File: src/rtl/bhc_pkg.sv
// Package: shared constants and types of the block header compressor.
`timescale 1ns / 1ps
package bhc_pkg;

   localparam int BHC_HISTORY_DEPTH = 7;   // default history length
   localparam int BHC_POS_W         = 5;   // holds positions 1..31 of the longest history
   localparam int BHC_OFFSET_W      = 3;   // coded version position
   localparam int BHC_WORD_W        = 32;
   localparam int BHC_TIME_OFF_W    = 16;

   // Search result handed from cell to cell toward the back of the list.
   typedef struct packed {
      logic                 found;
      logic [BHC_POS_W-1:0] pos;
   } link_type;

   // One compressed header as held in the output registers.
   typedef struct packed {
      logic [BHC_OFFSET_W-1:0]          ver_position;
      logic                             prev_hash_compressed;
      logic                             time_compressed;
      logic signed [BHC_TIME_OFF_W-1:0] time_delta;
      logic                             bits_compressed;
   } rsp_type;

endpackage

File: src/rtl/bhc_if.sv
// Interfaces: header input channel and compressed result channel.
`timescale 1ns / 1ps
interface bhc_req_if;
   logic        valid;
   logic        ready;
   logic signed [31:0] version;
   logic [31:0] header_time;
   logic [31:0] target_bits;
   logic        has_previous;
   logic [31:0] prev_time;
   logic [31:0] prev_bits;

   modport source (output valid, version, header_time, target_bits, has_previous,
                   prev_time, prev_bits, input ready);
   modport sink   (input valid, version, header_time, target_bits, has_previous,
                   prev_time, prev_bits, output ready);
endinterface

interface bhc_rsp_if;
   logic        valid;
   logic        ready;
   logic [2:0]  ver_position;
   logic        prev_hash_compressed;
   logic        time_compressed;
   logic signed [15:0] time_delta;
   logic        bits_compressed;

   modport source (output valid, ver_position, prev_hash_compressed, time_compressed,
                   time_delta, bits_compressed, input ready);
   modport sink   (input valid, ver_position, prev_hash_compressed, time_compressed,
                   time_delta, bits_compressed, output ready);
endinterface

File: src/rtl/bhc_cell.sv
// One history cell: holds an entry, compares it, shifts from its front neighbor.
`timescale 1ns / 1ps
module bhc_cell #(
   parameter int CELL_INDEX = 0
) (
   input  logic                               clock,
   input  logic                               reset,
   input  logic                               accept,
   input  logic                               has_previous,
   input  logic [bhc_pkg::BHC_WORD_W-1:0]     version,
   input  logic [bhc_pkg::BHC_WORD_W-1:0]     front_entry,
   input  logic                               front_valid,
   input  bhc_pkg::link_type                  link_in,
   output bhc_pkg::link_type                  link_out,
   output logic [bhc_pkg::BHC_WORD_W-1:0]     entry,
   output logic                               valid
);

   localparam logic [bhc_pkg::BHC_POS_W-1:0] MyPos = bhc_pkg::BHC_POS_W'(CELL_INDEX + 1);

   logic [bhc_pkg::BHC_WORD_W-1:0] entry_ff, entry_in;
   logic                           valid_ff, valid_in;
   logic                           match;
   logic                           shift;

   assign match = valid_ff && (entry_ff == version);

   always_comb begin
      link_out = link_in;
      if (!link_in.found && match) begin
         link_out.found = 1'b1;
         link_out.pos   = MyPos;
      end
   end

   // Cells up to and including the hit move back one; all move on a miss or a plain push.
   assign shift = accept && (!has_previous || !link_in.found);

   always_comb begin
      entry_in = entry_ff;
      valid_in = valid_ff;
      if (shift) begin
         entry_in = front_entry;
         valid_in = front_valid;
      end
   end

   always_ff @(posedge clock) begin
      entry_ff <= entry_in;
      if (reset) begin
         valid_ff <= 1'b0;
      end else begin
         valid_ff <= valid_in;
      end
   end

   assign entry = entry_ff;
   assign valid = valid_ff;

endmodule

File: src/rtl/bhc_out_buf.sv
// Two-entry output buffer: result register plus skid register.
`timescale 1ns / 1ps
module bhc_out_buf (
   input  logic             clock,
   input  logic             reset,
   input  logic             push,
   input  bhc_pkg::rsp_type push_data,
   output logic             room,
   output logic             out_valid,
   input  logic             out_ready,
   output bhc_pkg::rsp_type out_data
);

   logic             out_valid_ff, out_valid_in;
   logic             skid_valid_ff, skid_valid_in;
   bhc_pkg::rsp_type out_data_ff, out_data_in;
   bhc_pkg::rsp_type skid_data_ff, skid_data_in;
   logic             out_free;

   assign out_free = !out_valid_ff || out_ready;

   always_comb begin
      out_valid_in  = out_valid_ff;
      out_data_in   = out_data_ff;
      skid_valid_in = skid_valid_ff;
      skid_data_in  = skid_data_ff;
      if (out_free) begin
         if (skid_valid_ff) begin
            out_valid_in  = 1'b1;
            out_data_in   = skid_data_ff;
            skid_valid_in = push;
            skid_data_in  = push_data;
         end else begin
            out_valid_in = push;
            out_data_in  = push_data;
         end
      end else if (push) begin
         skid_valid_in = 1'b1;
         skid_data_in  = push_data;
      end
   end

   always_ff @(posedge clock) begin
      out_data_ff  <= out_data_in;
      skid_data_ff <= skid_data_in;
      if (reset) begin
         out_valid_ff  <= 1'b0;
         skid_valid_ff <= 1'b0;
      end else begin
         out_valid_ff  <= out_valid_in;
         skid_valid_ff <= skid_valid_in;
      end
   end

   assign room      = !skid_valid_ff;
   assign out_valid = out_valid_ff;
   assign out_data  = out_data_ff;

   a_skid_behind_out : assert property (@(posedge clock) disable iff (reset)
      skid_valid_ff |-> out_valid_ff)
      else $error("skid entry held while result register empty");

endmodule

File: src/rtl/block_header_compressor_top.sv
// Top level: block header compressor with move-to-front version history.
// An accepted header's result reaches rsp_chan from the result register, via skid on a stall.
// Throughput: one header per cycle while ready is high; history updates in the transfer cycle.
// Rate is set by the cell chain: compare in every cell, first hit ripples back, one shift step.
// Output side holds a result register and a skid register, so req_chan takes one more
// transfer while rsp_chan stalls. Reset (synchronous) empties the history and both output
// registers; the block is ready in the first cycle after reset.
`timescale 1ns / 1ps
module block_header_compressor_top #(
   parameter int HISTORY_DEPTH = bhc_pkg::BHC_HISTORY_DEPTH
) (
   input  logic        clock,
   input  logic        reset,
   bhc_req_if.sink     req_chan,
   bhc_rsp_if.source   rsp_chan
);

   localparam int WordW = bhc_pkg::BHC_WORD_W;

   // Chain signals; index 0 is the front (most recent) of the list.
   logic [WordW-1:0]        entry [HISTORY_DEPTH+1];
   logic [HISTORY_DEPTH:0]  valid_chain;
   bhc_pkg::link_type       link [HISTORY_DEPTH+1];
   logic [HISTORY_DEPTH-1:0] valid_vec;

   logic             accept;
   logic             room;
   bhc_pkg::rsp_type result;
   bhc_pkg::rsp_type out_data;
   logic [WordW:0]   time_span;   // 33-bit signed difference
   logic             time_fits;

   assign accept         = req_chan.valid && room;
   assign req_chan.ready = room;

   // Front of the chain: the new version enters cell 0, no hit yet.
   assign entry[0]       = req_chan.version;
   assign valid_chain[0] = 1'b1;
   assign link[0]        = '0;

   for (genvar g = 0; g < HISTORY_DEPTH; g++) begin : g_cell
      bhc_cell #(
         .CELL_INDEX (g)
      ) u_cell (
         .clock        (clock),
         .reset        (reset),
         .accept       (accept),
         .has_previous (req_chan.has_previous),
         .version      (req_chan.version),
         .front_entry  (entry[g]),
         .front_valid  (valid_chain[g]),
         .link_in      (link[g]),
         .link_out     (link[g+1]),
         .entry        (entry[g+1]),
         .valid        (valid_chain[g+1])
      );
   end

   assign valid_vec = valid_chain[HISTORY_DEPTH:1];

   // Time offset: signed difference, kept only if it fits 16 bits.
   assign time_span = {1'b0, req_chan.header_time} - {1'b0, req_chan.prev_time};
   assign time_fits = (time_span[WordW:bhc_pkg::BHC_TIME_OFF_W-1] == '0) ||
                      (time_span[WordW:bhc_pkg::BHC_TIME_OFF_W-1] == '1);

   always_comb begin
      result = '0;
      if (req_chan.has_previous) begin
         result.ver_position         = link[HISTORY_DEPTH].found ?
            link[HISTORY_DEPTH].pos[bhc_pkg::BHC_OFFSET_W-1:0] : '0;
         result.prev_hash_compressed = 1'b1;
         result.time_compressed      = time_fits;
         result.time_delta           = time_fits ?
            time_span[bhc_pkg::BHC_TIME_OFF_W-1:0] : '0;
         result.bits_compressed      = (req_chan.target_bits == req_chan.prev_bits);
      end
   end

   bhc_out_buf u_out_buf (
      .clock     (clock),
      .reset     (reset),
      .push      (accept),
      .push_data (result),
      .room      (room),
      .out_valid (rsp_chan.valid),
      .out_ready (rsp_chan.ready),
      .out_data  (out_data)
   );

   assign rsp_chan.ver_position         = out_data.ver_position;
   assign rsp_chan.prev_hash_compressed = out_data.prev_hash_compressed;
   assign rsp_chan.time_compressed      = out_data.time_compressed;
   assign rsp_chan.time_delta           = out_data.time_delta;
   assign rsp_chan.bits_compressed      = out_data.bits_compressed;

   // History fills from the front: no hole ahead of a valid entry.
   a_valid_packed : assert property (@(posedge clock) disable iff (reset)
      ((valid_vec >> 1) & ~valid_vec) == '0)
      else $error("history valid bits not packed to the front");

   // Any transfer leaves its version at the front.
   a_front_is_new : assert property (@(posedge clock) disable iff (reset)
      accept |=> (valid_vec[0] && entry[1] == $past(req_chan.version)))
      else $error("front entry is not the last accepted version");

   // A header with no predecessor yields an all-zero result.
   a_first_zero : assert property (@(posedge clock) disable iff (reset)
      (rsp_chan.valid && !rsp_chan.prev_hash_compressed) |->
      (rsp_chan.ver_position == '0 && !rsp_chan.time_compressed &&
       !rsp_chan.bits_compressed && rsp_chan.time_delta == '0))
      else $error("first-in-chain result carries nonzero fields");

endmodule
File: src/flat_wrapper.sv
// flat-port wrapper written by rule: the top's interface ports become plain ports
module block_header_compressor_top_flat 
#(
   parameter int HISTORY_DEPTH = bhc_pkg::BHC_HISTORY_DEPTH
)
  (clock, reset, req_chan_valid, req_chan_version, req_chan_header_time, req_chan_target_bits, req_chan_has_previous, req_chan_prev_time, req_chan_prev_bits, req_chan_ready, rsp_chan_valid, rsp_chan_ver_position, rsp_chan_prev_hash_compressed, rsp_chan_time_compressed, rsp_chan_time_delta, rsp_chan_bits_compressed, rsp_chan_ready);
  bhc_req_if req_chan_i ();
  bhc_rsp_if rsp_chan_i ();
  input  logic clock;
  input  logic reset;
  input wire logic [$bits(req_chan_i.valid)-1:0] req_chan_valid;
  input wire logic [$bits(req_chan_i.version)-1:0] req_chan_version;
  input wire logic [$bits(req_chan_i.header_time)-1:0] req_chan_header_time;
  input wire logic [$bits(req_chan_i.target_bits)-1:0] req_chan_target_bits;
  input wire logic [$bits(req_chan_i.has_previous)-1:0] req_chan_has_previous;
  input wire logic [$bits(req_chan_i.prev_time)-1:0] req_chan_prev_time;
  input wire logic [$bits(req_chan_i.prev_bits)-1:0] req_chan_prev_bits;
  output wire logic [$bits(req_chan_i.ready)-1:0] req_chan_ready;
  output wire logic [$bits(rsp_chan_i.valid)-1:0] rsp_chan_valid;
  output wire logic [$bits(rsp_chan_i.ver_position)-1:0] rsp_chan_ver_position;
  output wire logic [$bits(rsp_chan_i.prev_hash_compressed)-1:0] rsp_chan_prev_hash_compressed;
  output wire logic [$bits(rsp_chan_i.time_compressed)-1:0] rsp_chan_time_compressed;
  output wire logic [$bits(rsp_chan_i.time_delta)-1:0] rsp_chan_time_delta;
  output wire logic [$bits(rsp_chan_i.bits_compressed)-1:0] rsp_chan_bits_compressed;
  input wire logic [$bits(rsp_chan_i.ready)-1:0] rsp_chan_ready;
  assign req_chan_i.valid = req_chan_valid;
  assign req_chan_i.version = req_chan_version;
  assign req_chan_i.header_time = req_chan_header_time;
  assign req_chan_i.target_bits = req_chan_target_bits;
  assign req_chan_i.has_previous = req_chan_has_previous;
  assign req_chan_i.prev_time = req_chan_prev_time;
  assign req_chan_i.prev_bits = req_chan_prev_bits;
  assign req_chan_ready = req_chan_i.ready;
  assign rsp_chan_valid = rsp_chan_i.valid;
  assign rsp_chan_ver_position = rsp_chan_i.ver_position;
  assign rsp_chan_prev_hash_compressed = rsp_chan_i.prev_hash_compressed;
  assign rsp_chan_time_compressed = rsp_chan_i.time_compressed;
  assign rsp_chan_time_delta = rsp_chan_i.time_delta;
  assign rsp_chan_bits_compressed = rsp_chan_i.bits_compressed;
  assign rsp_chan_i.ready = rsp_chan_ready;
  block_header_compressor_top #(.HISTORY_DEPTH(HISTORY_DEPTH)) u_core (.clock(clock), .reset(reset), .req_chan(req_chan_i), .rsp_chan(rsp_chan_i));
endmodule
File: config.mk
export PLATFORM = sky130hd
export DESIGN_NAME = block_header_compressor_top_flat
export DESIGN_NICKNAME = d
export VERILOG_FILES = /design/src/rtl/bhc_pkg.sv /design/src/rtl/bhc_if.sv /design/src/rtl/bhc_cell.sv /design/src/rtl/bhc_out_buf.sv /design/src/rtl/block_header_compressor_top.sv /design/src/flat_wrapper.sv
export SDC_FILE = /design/constraint.sdc
export NUM_CORES = 1
export LEC_CHECK = 0
export ABC_CLOCK_PERIOD_IN_PS = 7100
export BUFFER_PORTS_ARGS = -buffer_cell sky130_fd_sc_hd__clkbuf_2
export CAP_MARGIN = 40
export CELL_PAD_IN_SITES_DETAIL_PLACEMENT = 0
export CELL_PAD_IN_SITES_GLOBAL_PLACEMENT = 1
export CORE_UTILIZATION = 43
export DETAILED_ROUTE_END_ITERATION = 7
export GPL_TIMING_DRIVEN = 0
export PLACE_DENSITY_LB_ADDON = 0.1
export SYNTH_ARGS = -nofsm -noshare
export SYNTH_HDL_FRONTEND = slang
export SYNTH_HIERARCHICAL = 1
export SYNTH_SLANG_ARGS = --single-unit
File: constraint.sdc
create_clock -name clock -period 7.1 [get_ports clock]
set_input_delay 2.13 -clock clock [delete_from_list [all_inputs] [get_ports clock]]
set_output_delay 2.13 -clock clock [all_outputs]
set_load 0.05 [all_outputs]
# Word level (Yosys, flattened, before mapping)
# Index checks and enable logic that the tools add are counted.
dict set report classes {
  addsub 1
  n_mul 0
  div 0
  order_cmp 0
  n_eq_ne 10
  n_shift 0
  n_mux 18
  n_bitwise 0
  n_reduce_logical 40
}
# op count
set op_table {}
lappend op_table {{== test 32 bit} 8}
lappend op_table {{two-way mux 22 bit} 5}
lappend op_table {{two-way mux 6 bit} 7}
lappend op_table {{subtractor 32 x 32 -> 33 bit} 1}
lappend op_table {{logical AND 1 bit} 20}
lappend op_table {{== test 18 bit (second input constant)} 1}
lappend op_table {{zero test 18 bit} 1}
lappend op_table {{two-way mux 16 bit} 1}
lappend op_table {{zero test 1 bit} 9}
lappend op_table {{logical OR 1 bit} 8}
lappend op_table {{two-way mux 1 bit} 4}
lappend op_table {{two-way mux 3 bit} 1}
lappend op_table {{inequality test 2 bit (second input constant)} 1}
lappend op_table {{AND reduction 2 bit} 1}
lappend op_table {{nonzero test 2 bit} 1}
dict set report totals {
  ff_bits 277
  latch_bits 0
  ram_bits 0
  rom_bits 0
  inputBits 165
  out_inout_bits 24
  elab_cells 95
  memories 0
}

# Logic depth before layout (Yosys ltp)
# Gate-level depths: netlist of run 1.
dict set report logic_depth {
  ltp_word 25
  depth_mapped 16
  mapped_depth_nobuf 16
}

# Cells and area by module
# The synthesis of run 1 kept the hierarchy.
# module instances cells_per_inst area_per_inst_um2 seq_area_each_um2
set modules_own_cells {}
lappend modules_own_cells {{bhc_cell at u_core.g_cell[2].u_cell ...} 3 101 1507.7 980.9}
lappend modules_own_cells {{bhc_cell at u_core.g_cell[0].u_cell ...} 3 100 1493.9 980.9}
lappend modules_own_cells {block_header_compressor_top 1 409 2731.4 0.0}
lappend modules_own_cells {bhc_out_buf 1 81 1760.4 1361.3}
lappend modules_own_cells {{bhc_cell at u_core.g_cell[6].u_cell} 1 102 1480.2 980.9}

# Worst setup path after synthesis of run 1
# No wires, ideal clock.
dict set report synth_timing {
  path_type {input -> register}
  start {input port req_chan_version[22]}
  end {register u_core.g_cell[6].u_cell.valid_ff}
  setup_ns 0.122
  arrival_time_ns 6.660
  required_time_ns 6.978
  setup_slack_ns 0.318
  path_stages 12
  n_path_buf 0
  cell_sequence {inv_1 > o2111ai_1 > nor4_4 > a41o_1 > a41o_1 > a41o_1 > a41o_1 > a41o_1 > a41o_1 > a21boi_0 > mux2i_1 > nor2_1}
}
# element line
set synth_lines {}
lappend synth_lines {{from (decl)} flat_wrapper.sv:12} ;# input wire logic [$bits(req_chan_i.version)-1:0] req_chan_version;
lappend synth_lines {{to (signal assigned)} bhc_cell.sv:53} ;# valid_ff <= valid_in;
lappend synth_lines {{to (decl)} bhc_cell.sv:22} ;# logic valid_ff, valid_in;

==> run_results.csv, run 1 <==
group,metric,value,unit
sta,worst_slack,1457,ps
grt,grt_usage,18.01,%
job,cap_viol_max_count,0,
grt,antenna_found_initial,0,
hold_path,hp-class,"reg -> reg",
sta,final_hold_viol_count,0,
clocking,cts_resized,0,
power_and_ir_drop,ir_worst_vdd,179.4,uV
sta,max_freq,177.2,MHz
die,die_x,187.6,um
sta,tns,0,ps
sta,worstMarginPinSlew,854.7,ps
sta,drv_slew,0,
grt,grt_pass1_vias,9735,
layout,antennaDiodeCount,0,
clocking,path_clk_slew,60,ps
synth,synth_area,14800,sq um
critical_path,crit_chain,"clkbuf_2 > inv_1 > ha_1 > fa_1 > nand2b_1 > a21oi_1 > o21ai_1 > a21oi_1 > a21o_1 > xor2_1 > or4_1 > or4_1 > o22ai_2 > buf_6 > and2_1 > mux2_4",
clocking,cts.sinks,277,
critical_path,rr_endpoint,"u_core/u_out_buf/out_data[21]$_DFFE_PP_",
drt,drt_first_pass_iters,4,
layout,layout-drive-gt1-share,22.62,%
power_and_ir_drop,netSwitchingFraction,25.09,%
hold_path,hold_path_end,"u_core/g_cell[1].u_cell/entry[5]$_DFFE_PP_",
drt,ant_nets,0,
critical_path,rrSetupSlack,3210,ps
drt,drt-initial-drc-count,518,
layout,fill_cells,3015,
clocking,cts_tree,"yes",
place,place_inst,1820,
die,chipHeight,187.6,um
sta,period_minus_slack,5643,ps
synth,synth_cells,1169,
critical_path,cp_max_fo,11,
drt,wirelength,31.82,mm
sta,fin_crit_sh,79.47,%
critical_path,cp-end-kind,"flip-flop",
layout,seqCellArea,8228,sq um
power_and_ir_drop,p_leak,6.623,nW
power_and_ir_drop,seq_power_share,49.1,%
critical_path,crit_required,7520,ps
clocking,cts-root-buf,"clkbuf_16",
hold_path,min_from,"u_core/g_cell[0].u_cell/entry[5]$_DFFE_PP_",
sta,fin_worst_skew,19.31,ps
grt,grt_max_degree,23,
hold_path,hold_depth,0,
sta,max-slew-margin-rel,42.58,%
sta,rsz0062_at_grt,"no",
critical_path,rr_startpoint,"u_core/g_cell[0].u_cell/entry[2]$_DFFE_PP_",
power_and_ir_drop,power_density,227.5,nW/um^2
power_and_ir_drop,p_total,0.003998,W
die,rows,67,
power_and_ir_drop,power_frac_clock,35.5,%
drt,drc,0,
place,dp_hpwl,25.52,mm
power_and_ir_drop,combPwrFrac,15.4,%
layout,nNetsFinal,1602,
die,initial_core_util,43.93,%
die,core,33700,sq um
layout,syn2layout_area_growth,18.67,%
place,gp_congestion,0.8197,
sta,hold_ws,435.0,ps
die,die-area,35180,sq um
clocking,htreeDepth,1,
critical_path,critical_path_class,"in -> reg",
critical_path,rr_worst_depth,14,
clocking,clk_latency,550,ps
layout,instances_no_fill,1876,
critical_path,critPathSlowestCell,"or4_1",
power_and_ir_drop,switching_power,0.001003,W
clocking,postCtsSetupBuffers,0,
place,dp_slack,932.7,ps
grt,grt_overflow_total,0,
clocking,cts_buffers,30,
die,ios,189,
critical_path,critical_path_arrival,6070,ps
drt,wl_per_cell,16.96,um
critical_path,worst_setup_path_start_kind,"input pin",
synth,syn_avg_cell_area,12.66,sq um
layout,multi_input_area,6218,sq um
place,port_buffers,188,
sta,setup_viol,0,
drt,via_count,9720,
outcome,status,"complete, no violations",
drt,viasPerCell,5.181,
synth,yosysWarningCount,6,
grt,grt_pass1_wl,50.74,mm
power_and_ir_drop,p_int,0.002995,W
clocking,cts_buffer_depth,3,
critical_path,cpPeakStageDelay,530,ps
clocking,ctsHoldBuffers,0,
cells in the final DEF, fill, tap and decap left out, types with 6 or more instances in the layout:
cell / count
a2111o_1: 10
a21boi_4: 7
a21o_1: 10
a21oi_1: 37
a21oi_2: 6
a41o_1: 15
a41oi_1: 9
and2_1: 16
and2b_1: 7
and3_1: 8
buf_16: 8
clkbuf_1: 17
clkbuf_16: 30
clkbuf_2: 188
conb_1: 7
dfxtp_1: 9
edfxtp_1: 268
ha_1: 32
inv_1: 90
mux2_2: 6
mux2_4: 16
mux2i_1: 8
nand2_1: 40
nand2b_1: 42
nand3_1: 15
nand4_1: 44
nor2_1: 38
nor2b_1: 37
nor3_1: 17
nor4_1: 13
nor4_2: 7
nor4_4: 6
o2111ai_1: 16
o21a_1: 7
o21ai_0: 22
o21ai_1: 6
o221ai_1: 7
xnor2_1: 171
xor2_1: 36
through the flow:
| step | instance area, sq um | utilization, % |
|---|---|---|
| detailed placement | 16650 | 49.42 |
| finish | 17570 | 52.13 |
| floorplan | 14820 | - |
| CTS | 17570 | 52.13 |
| global placement | 16320 | 48.44 |
| global route | 17570 | 52.13 |
worst max path at each step:
stage                            start                                          to  slack [ps]  cells after the start
3_5_place_dp    req_chan_prev_time[13]      u_core/u_out_buf/out_data[9]$_DFFE_PP_         930                     16
2_1_floorplan     req_chan_version[22]  u_core/g_cell[6].u_cell/valid$_SDFFE_PP0P_         330                     12
3_3_place_gp       req_chan_version[7]  u_core/g_cell[6].u_cell/valid$_SDFFE_PP0P_       -1620                     13
5_1_grt        req_chan_header_time[0]     u_core/u_out_buf/out_data[15]$_DFFE_PP_        1140                     16
6_report       req_chan_header_time[0]      u_core/u_out_buf/out_data[9]$_DFFE_PP_        1460                     16
4_1_cts         req_chan_prev_time[13]      u_core/u_out_buf/out_data[9]$_DFFE_PP_        1510                     16
worst max-delay path: cells and delay by family:
kind | cells | cell delay [ps]
buf+inv | 3 | 320
fa+ha+maj | 2 | 600
mux | 1 | 160
simple gates | 4 | 1400
compound gates | 5 | 1380
xor+xnor | 1 | 80
power by group through the flow:
stage,sequential [W],clock (W),combinational [W]
2_1_floorplan,0.00202,0,0.000373
6_report,0.00196,0.00142,0.000616
3_5_place_dp,0.00200,0,0.000620
5_1_grt,0.00197,0.00153,0.000678
3_3_place_gp,0.00200,0,0.000588
4_1_cts,0.00196,0.00146,0.000623
flip-flops by register name, summed over array words and instances (netlist names):
register and count:
u_core/u_out_buf/skid_valid_ff 1, u_core/g_cell.u_cell/valid 7, u_core/g_cell.u_cell/entry 224, u_core/u_out_buf/out_valid 1, u_core/u_out_buf/out_data 22, u_core/u_out_buf/skid_data_ff 22
per-layer routing:
layer	up-vias	track usage, %	part of all wire [%]
met5	-	0	0
met4	0	1.907	1.0
met3	30	2.471	4.7
met2	237	30.95	48
met1	4618	24.96	46
li1	4835	-	-
final cells by class:
cell class                 instances  area share (%)
clock inverter                     9          0.3419
tap                              448           3.191
timing repair buffer             198           6.759
clock buffer                      47           4.864
buffer                            13          0.6267
inverter                          93           1.987
multi-input combinational        791           35.40
sequential                       277           46.83
(Power assumes the default switching activity.)
==> run 2: changes to the inputs <==
--- a/config.mk
+++ b/config.mk
@@ -5,12 +5,12 @@
 export SDC_FILE = /design/constraint.sdc
 export NUM_CORES = 1
 export LEC_CHECK = 0
-export ABC_CLOCK_PERIOD_IN_PS = 7100
+export ABC_CLOCK_PERIOD_IN_PS = 5380
 export BUFFER_PORTS_ARGS = -buffer_cell sky130_fd_sc_hd__clkbuf_2
 export CAP_MARGIN = 40
 export CELL_PAD_IN_SITES_DETAIL_PLACEMENT = 0
 export CELL_PAD_IN_SITES_GLOBAL_PLACEMENT = 1
-export CORE_UTILIZATION = 43
+export CORE_UTILIZATION = 48
 export DETAILED_ROUTE_END_ITERATION = 7
 export GPL_TIMING_DRIVEN = 0
 export PLACE_DENSITY_LB_ADDON = 0.1
==> constraint.sdc (replaced) <==
create_clock -name clock -period 5.38 [get_ports clock]
set_input_delay 1.614 -clock clock [delete_from_list [all_inputs] [get_ports clock]]
set_output_delay 1.614 -clock clock [all_outputs]
set_load 0.05 [all_outputs]
==> run 2 against run 1 <==
Global-route usage up 2.3 points. Largest power group unchanged. Core utilization increased by 6.3 points. Non-clock buffer count unchanged. Die area down 10%. Register-to-register slack worse by 1800 ps.
==> run_results.csv, run 2 (synthesized netlist as in run 1, its figures left out) <==
group,metric,value,unit
outcome,status,"complete, no violations",
power_and_ir_drop,ir_worst_vdd,305.5,uV
job,cap_viol_max_count,0,
drt,ant_nets,0,
critical_path,rr_worst_depth,14,
drt,viasPerCell,5.397,
grt,grt_usage,20.26,%
critical_path,crit_required,5810,ps
hold_path,min_from,"u_core/g_cell[1].u_cell/entry[3]$_DFFE_PP_",
clocking,path_clk_slew,60,ps
sta,fin_crit_sh,95.44,%
sta,max_freq,194.8,MHz
drt,wl_per_cell,17.21,um
sta,max-slew-margin-rel,37.35,%
layout,instances_no_fill,1819,
place,gp_congestion,0.8461,
critical_path,cp-end-kind,"flip-flop",
clocking,htreeDepth,1,
die,ios,189,
drt,drt_first_pass_iters,5,
clocking,cts-root-buf,"clkbuf_16",
layout,nNetsFinal,1602,
grt,grt_overflow_total,0,
sta,drv_slew,0,
critical_path,rrSetupSlack,1400,ps
clocking,cts_buffers,30,
place,place_inst,1762,
layout,syn2layout_area_growth,18.18,%
clocking,postCtsSetupBuffers,0,
critical_path,critical_path_class,"in -> reg",
drt,drt-initial-drc-count,563,
clocking,clk_latency,550,ps
die,initial_core_util,49.42,%
clocking,cts_buffer_depth,3,
power_and_ir_drop,p_leak,6.638,nW
layout,largest_reg_flops,224,
grt,grt_pass1_wl,49.74,mm
critical_path,worst_setup_path_start_kind,"input pin",
drt,drc,0,
layout,layout-drive-gt1-share,22.62,%
place,port_buffers,188,
clocking,ctsHoldBuffers,0,
power_and_ir_drop,power_density,303.0,nW/um^2
die,rows,63,
place,dp_hpwl,25.16,mm
sta,fin_worst_skew,13.39,ps
critical_path,cp_max_fo,11,
drt,wirelength,31.30,mm
clocking,cts.sinks,277,
sta,final_hold_viol_count,0,
hold_path,hold_path_end,"u_core/g_cell[2].u_cell/entry[3]$_DFFE_PP_",
grt,antenna_found_initial,1,
sta,rsz0062_at_grt,"no",
layout,layout_common_cells,"268 x edfxtp_1, 188 x clkbuf_2, 171 x xnor2_1",
clocking,cts_tree,"yes",
drt,via_count,9818,
layout,mostFrequentLayoutCell,"edfxtp_1",
place,dp_slack,-262.6,ps
sta,worstMarginPinSlew,932.6,ps
grt,grt_pass1_vias,9627,
grt,grt_max_degree,23,
die,die_x,177.6,um
clocking,cts_resized,0,
die,chipHeight,177.6,um
hold_path,hp-class,"reg -> reg",
critical_path,rr_startpoint,"u_core/g_cell[0].u_cell/entry[2]$_DFFE_PP_",
layout,fill_cells,2542,
sta,setup_viol,0,
die,core,29950,sq um
hold_path,hold_depth,0,
sta,period_minus_slack,5135,ps
sta,tns,0,ps
critical_path,critical_path_arrival,5560,ps
die,die-area,31550,sq um
critical_path,rr_endpoint,"u_core/u_out_buf/out_data[21]$_DFFE_PP_",
sta,worst_slack,245.5,ps
sta,hold_ws,443.2,ps
## run 2: stage by stage
| step | utilization (%) | total power (W) | instance area, sq um |
|---|---|---|---|
| floorplan | - | 0.003159 | 14820 |
| global placement | 54.26 | 0.003405 | 16250 |
| detailed placement | 55.29 | 0.003446 | 16560 |
| CTS | 58.40 | 0.005363 | 17490 |
| global route | 58.41 | 0.005536 | 17500 |
| finish | 58.41 | 0.005302 | 17500 |
## run 2: how the worst max path moves through the flow
stage                             from                                          to  slack [ps]  depth (start not counted)
2_1_floorplan     req_chan_version[22]  u_core/g_cell[6].u_cell/valid$_SDFFE_PP0P_          40                         12
3_3_place_gp       req_chan_version[7]  u_core/g_cell[1].u_cell/valid$_SDFFE_PP0P_       -1340                          8
3_5_place_dp   req_chan_header_time[0]      u_core/u_out_buf/out_data[9]$_DFFE_PP_        -260                         16
4_1_cts        req_chan_header_time[0]      u_core/u_out_buf/out_data[9]$_DFFE_PP_         300                         16
5_1_grt        req_chan_header_time[0]     u_core/u_out_buf/out_data[15]$_DFFE_PP_          10                         16
6_report       req_chan_header_time[0]      u_core/u_out_buf/out_data[9]$_DFFE_PP_         250                         16
## run 2: power breakdown
group	leakage [nW]	internal, W	switching [W]
Sequential	2.65	0.00252	0.0000679
Combinational	3.53	0.000343	0.000465
Clock	0.460	0.00112	0.000785
## run 2: cell type report
cell class | instances | area, sq um | area share (%)
multi-input combinational | 791 | 6218 | 35.54
clock buffer | 46 | 882.1 | 5.042
inverter | 93 | 349.1 | 1.995
buffer | 13 | 110.1 | 0.6293
antenna | 1 | 2.502 | 0.01430
sequential | 277 | 8228 | 47.03
clock inverter | 10 | 48.80 | 0.2789
timing repair buffer | 198 | 1169 | 6.680
tap | 390 | 488.0 | 2.789
## run 2: per-layer routing
layer | vias to the layer above | routed length, um | GRT usage (%)
met3 | 37 | 1879 | 3.063
met4 | 0 | 404 | 3.561
li1 | 4831 | - | -
met2 | 295 | 15140 | 34.77
met1 | 4655 | 13880 | 27.41
met5 | - | 0 | 0
## run 2: worst max-delay path, stage by stage
cell and delay (ps):
clkbuf_2 70, inv_1 30, ha_1 230, fa_1 400, nand2b_1 200, a21oi_1 350, o21ai_1 250, a21oi_1 230
a21o_1 150, xor2_1 90, or4_1 520, or4_1 520, o22ai_2 390, buf_6 210, and2_1 160, mux2_4 140
==> run 3: changes to the inputs <==
--- a/config.mk
+++ b/config.mk
@@ -10,11 +10,10 @@
 export CAP_MARGIN = 40
 export CELL_PAD_IN_SITES_DETAIL_PLACEMENT = 0
 export CELL_PAD_IN_SITES_GLOBAL_PLACEMENT = 1
-export CORE_UTILIZATION = 48
+export CORE_UTILIZATION = 47
 export DETAILED_ROUTE_END_ITERATION = 7
 export GPL_TIMING_DRIVEN = 0
 export PLACE_DENSITY_LB_ADDON = 0.1
 export SYNTH_ARGS = -nofsm -noshare
 export SYNTH_HDL_FRONTEND = slang
-export SYNTH_HIERARCHICAL = 1
 export SYNTH_SLANG_ARGS = --single-unit
==> run 3 against run 2 <==
Hold slack gained 20 ps. Die area shrank 0.93%. Sequential power is essentially flat. Clock power is essentially flat. Non-clock buffer count grew 41. Routed wire length grew 3.5%. Flip-flop and latch count is the same.
==> run_results.csv, run 3 <==
group,metric,value,unit
outcome,status,"complete, no violations",
synth,yosysTopAreaCell,"edfxtp_1",
sta,period_minus_slack,5090,ps
clocking,path_clk_slew,60,ps
die,rows,63,
critical_path,crit_buf_inv,3,
synth,yosysMostFrequentCell,"edfxtp_1",
sta,setup_viol,0,
clocking,cts_tree,"yes",
sta,drv_slew,0,
grt,grt_max_degree,28,
synth,ys_seq_area_share,57.30,%
drt,via_count,9486,
layout,fin_area,17010,sq um
synth,synth_cells,1160,
grt,grt_overflow_total,0,
clocking,cts_buffer_depth,3,
critical_path,crit_chain,"clkbuf_2 > inv_1 > ha_1 > fa_1 > nand2b_1 > a21oi_1 > o21ai_1 > a31oi_1 > nor4_1 > a311o_1 > or3_1 > nor4_4 > a32oi_2 > buf_6 > o21ai_1",
synth,synth_area,14360,sq um
layout,layout-drive-gt1-share,23.26,%
die,die-area,31260,sq um
die,ios,189,
drt,wl_per_cell,18.00,um
sta,fin_crit_sh,94.60,%
clocking,cts_resized,0,
clocking,cts_buffers,29,
critical_path,path_delay_family,"compound AO/OA/AOI/OAI gates",
critical_path,critical_path_class,"in -> reg",
power_and_ir_drop,power_density,310.2,nW/um^2
job,cap_viol_max_count,0,
synth,async_flop_share,0,%
synth,synth_top_area_share,56.04,%
drt,drt_first_pass_iters,5,
synth,ys_types,70,
die,initial_core_util,48.07,%
power_and_ir_drop,ir_worst_vdd,290.0,uV
synth,yosys-top-cells-area,"edfxtp_1 56%, xor2_1 12%, xnor2_1 5.1%",
clocking,htreeDepth,1,
clocking,ctsHoldBuffers,0,
clocking,clk_latency,560,ps
grt,grt_pass1_vias,8800,
layout,antennaDiodeCount,0,
critical_path,critPathSlowestCell,"nor4_4",
drt,drt-initial-drc-count,735,
clocking,cts-root-buf,"clkbuf_16",
clocking,postCtsSetupBuffers,0,
layout,mostFrequentLayoutCell,"edfxtp_1",
critical_path,cp_max_fo,10,
grt,grt_pass1_wl,48.56,mm
critical_path,worst_setup_path_start_kind,"input pin",
drt,ant_nets,0,
drt,wirelength,32.40,mm
grt,grt_usage,20.49,%
grt,antenna_found_initial,0,
die,core,29870,sq um
critical_path,cp-end-kind,"flip-flop",
synth,synth-main-ff-cell,"edfxtp_1",
hold_path,hp-class,"reg -> reg",
sta,max_freq,196.5,MHz
critical_path,path_common_cell,"o21ai_1",
die,chipHeight,176.8,um
die,die_x,176.8,um
place,port_buffers,187,
sta,fin_worst_skew,14.93,ps
sta,tns,0,ps
critical_path,crit_required,5760,ps
drt,drc,0,
layout,layout_common_cells,"268 x edfxtp_1, 189 x xor2_1, 187 x clkbuf_2",
synth,yosysWarningCount,0,
sta,max-slew-margin-rel,44.67,%
synth,syn_avg_cell_area,12.38,sq um
layout,largest_reg_flops,224,
synth,ys_ff_latch,277,
place,dp_hpwl,26.48,mm
place,dpl_cell_area,16100,sq um
sta,final_hold_viol_count,0,
layout,nNetsFinal,1586,
synth,synth_edf_count,268,
layout,syn2layout_area_growth,18.44,%
critical_path,cpPeakStageDelay,450,ps
clocking,cts.sinks,277,
power_and_ir_drop,p_leak,6.576,nW
sta,rsz0062_at_grt,"no",
critical_path,critical_path_arrival,5470,ps
drt,viasPerCell,5.270,
place,gp_congestion,0.9019,
synth,yosys-top-cells-count,"268 x edfxtp_1, 189 x xor2_1, 84 x xnor2_1",
synth,syn_nets,1358,
sta,worstMarginPinSlew,823.5,ps
critical_path,rrSetupSlack,1680,ps
[run 3: cell count changes in the layout (fill, tap and decap cells not counted), sizes merged, moves of 17 or more]
| cell | change |
|---|---|
| xor2 | +153 |
| nor4 | +24 |
| buf | +36 |
| nand2 | +29 |
| mux2 | -17 |
| xnor2 | -87 |
| inv | -43 |
| nand2b | -30 |
| nor2b | -38 |
[run 3: logic make-up after synthesis]
| group | after synthesis | synth area share [%] |
|---|---|---|
| AO/OA/AOI/OAI | 162 | 7.781 |
| XOR/XNOR | 273 | 16.65 |
| adder cells (fa/ha/maj) | 33 | 2.928 |
| buffers and inverters | 102 | 3.145 |
| flip-flops | 277 | 57.30 |
| multiplexers | 13 | 0.9584 |
| AND/OR/NAND/NOR | 300 | 11.24 |
[run 3: layout make-up]
cell class | instances | area [sq um]
Buffer | 55 | 275.3
Clock buffer | 34 | 744.5
Clock inverter | 19 | 165.2
Fill cell | 2551 | 12870
Inverter | 47 | 176.4
Multi-Input combinational cell | 781 | 5752
Sequential cell | 277 | 8228
Tap cell | 390 | 488.0
Timing Repair Buffer | 197 | 1179
[run 3: stage by stage]
stage	utilization, %	power [W]	setup WS, ps	hold slack [ps]	cells
6_report	56.93	0.005276	290.3	463.6	1800
3_3_place_gp	52.91	0.003389	-1029	449.5	1737
4_1_cts	56.93	0.005313	275.0	466.6	1800
2_1_floorplan	-	0.003142	293.9	446.7	1160
5_1_grt	56.93	0.005484	27.44	476.1	1800
3_5_place_dp	53.88	0.003423	-281.6	454.9	1747
[run 3: worst reg2reg max path, stage by stage (launching register included)]
cell and delay, ps:
edfxtp_1 420, xor2_1 160, nor4_1 510, nand4_1 190, nor4_1 690, or3_1 400, nand3b_1 290, a21oi_4 160
a21boi_4 280, buf_16 250, mux2i_1 150, nor2_1 60
[run 3: per-layer routing]
metal / global-route usage, % / share of wire, % / up-vias
li1: - / - / 4696
met1: 30.06 / 48 / 4430
met2: 32.24 / 44 / 318
met3: 2.169 / 5.3 / 42
met4: 5.639 / 2.4 / 0
met5: 0 / 0 / -
[run 3: worst paths after layout]
| check | endpoint | start | cells past startpoint |
|---|---|---|---|
| max | u_core.u_out_buf.out_data[15]$_DFFE_PN_ | req_chan_header_time[0] | 15 |
| min | u_core.g_cell[3].u_cell.entry[28]$_DFFE_PP_ | u_core.g_cell[2].u_cell.entry[28]$_DFFE_PP_ | 0 |
| max reg2reg | u_core.g_cell[6].u_cell.valid$_SDFFE_PP0P_ | u_core.g_cell[0].u_cell.entry[31]$_DFFE_PP_ | 11 |
| min reg2reg | u_core.g_cell[3].u_cell.entry[28]$_DFFE_PP_ | u_core.g_cell[2].u_cell.entry[28]$_DFFE_PP_ | 0 |
[run 3: power breakdown]
part	total [W]	switching [W]	internal [W]
registers	0.00258	0.0000686	0.00251
logic	0.000798	0.000491	0.000307
clock network	0.00190	0.000809	0.00109
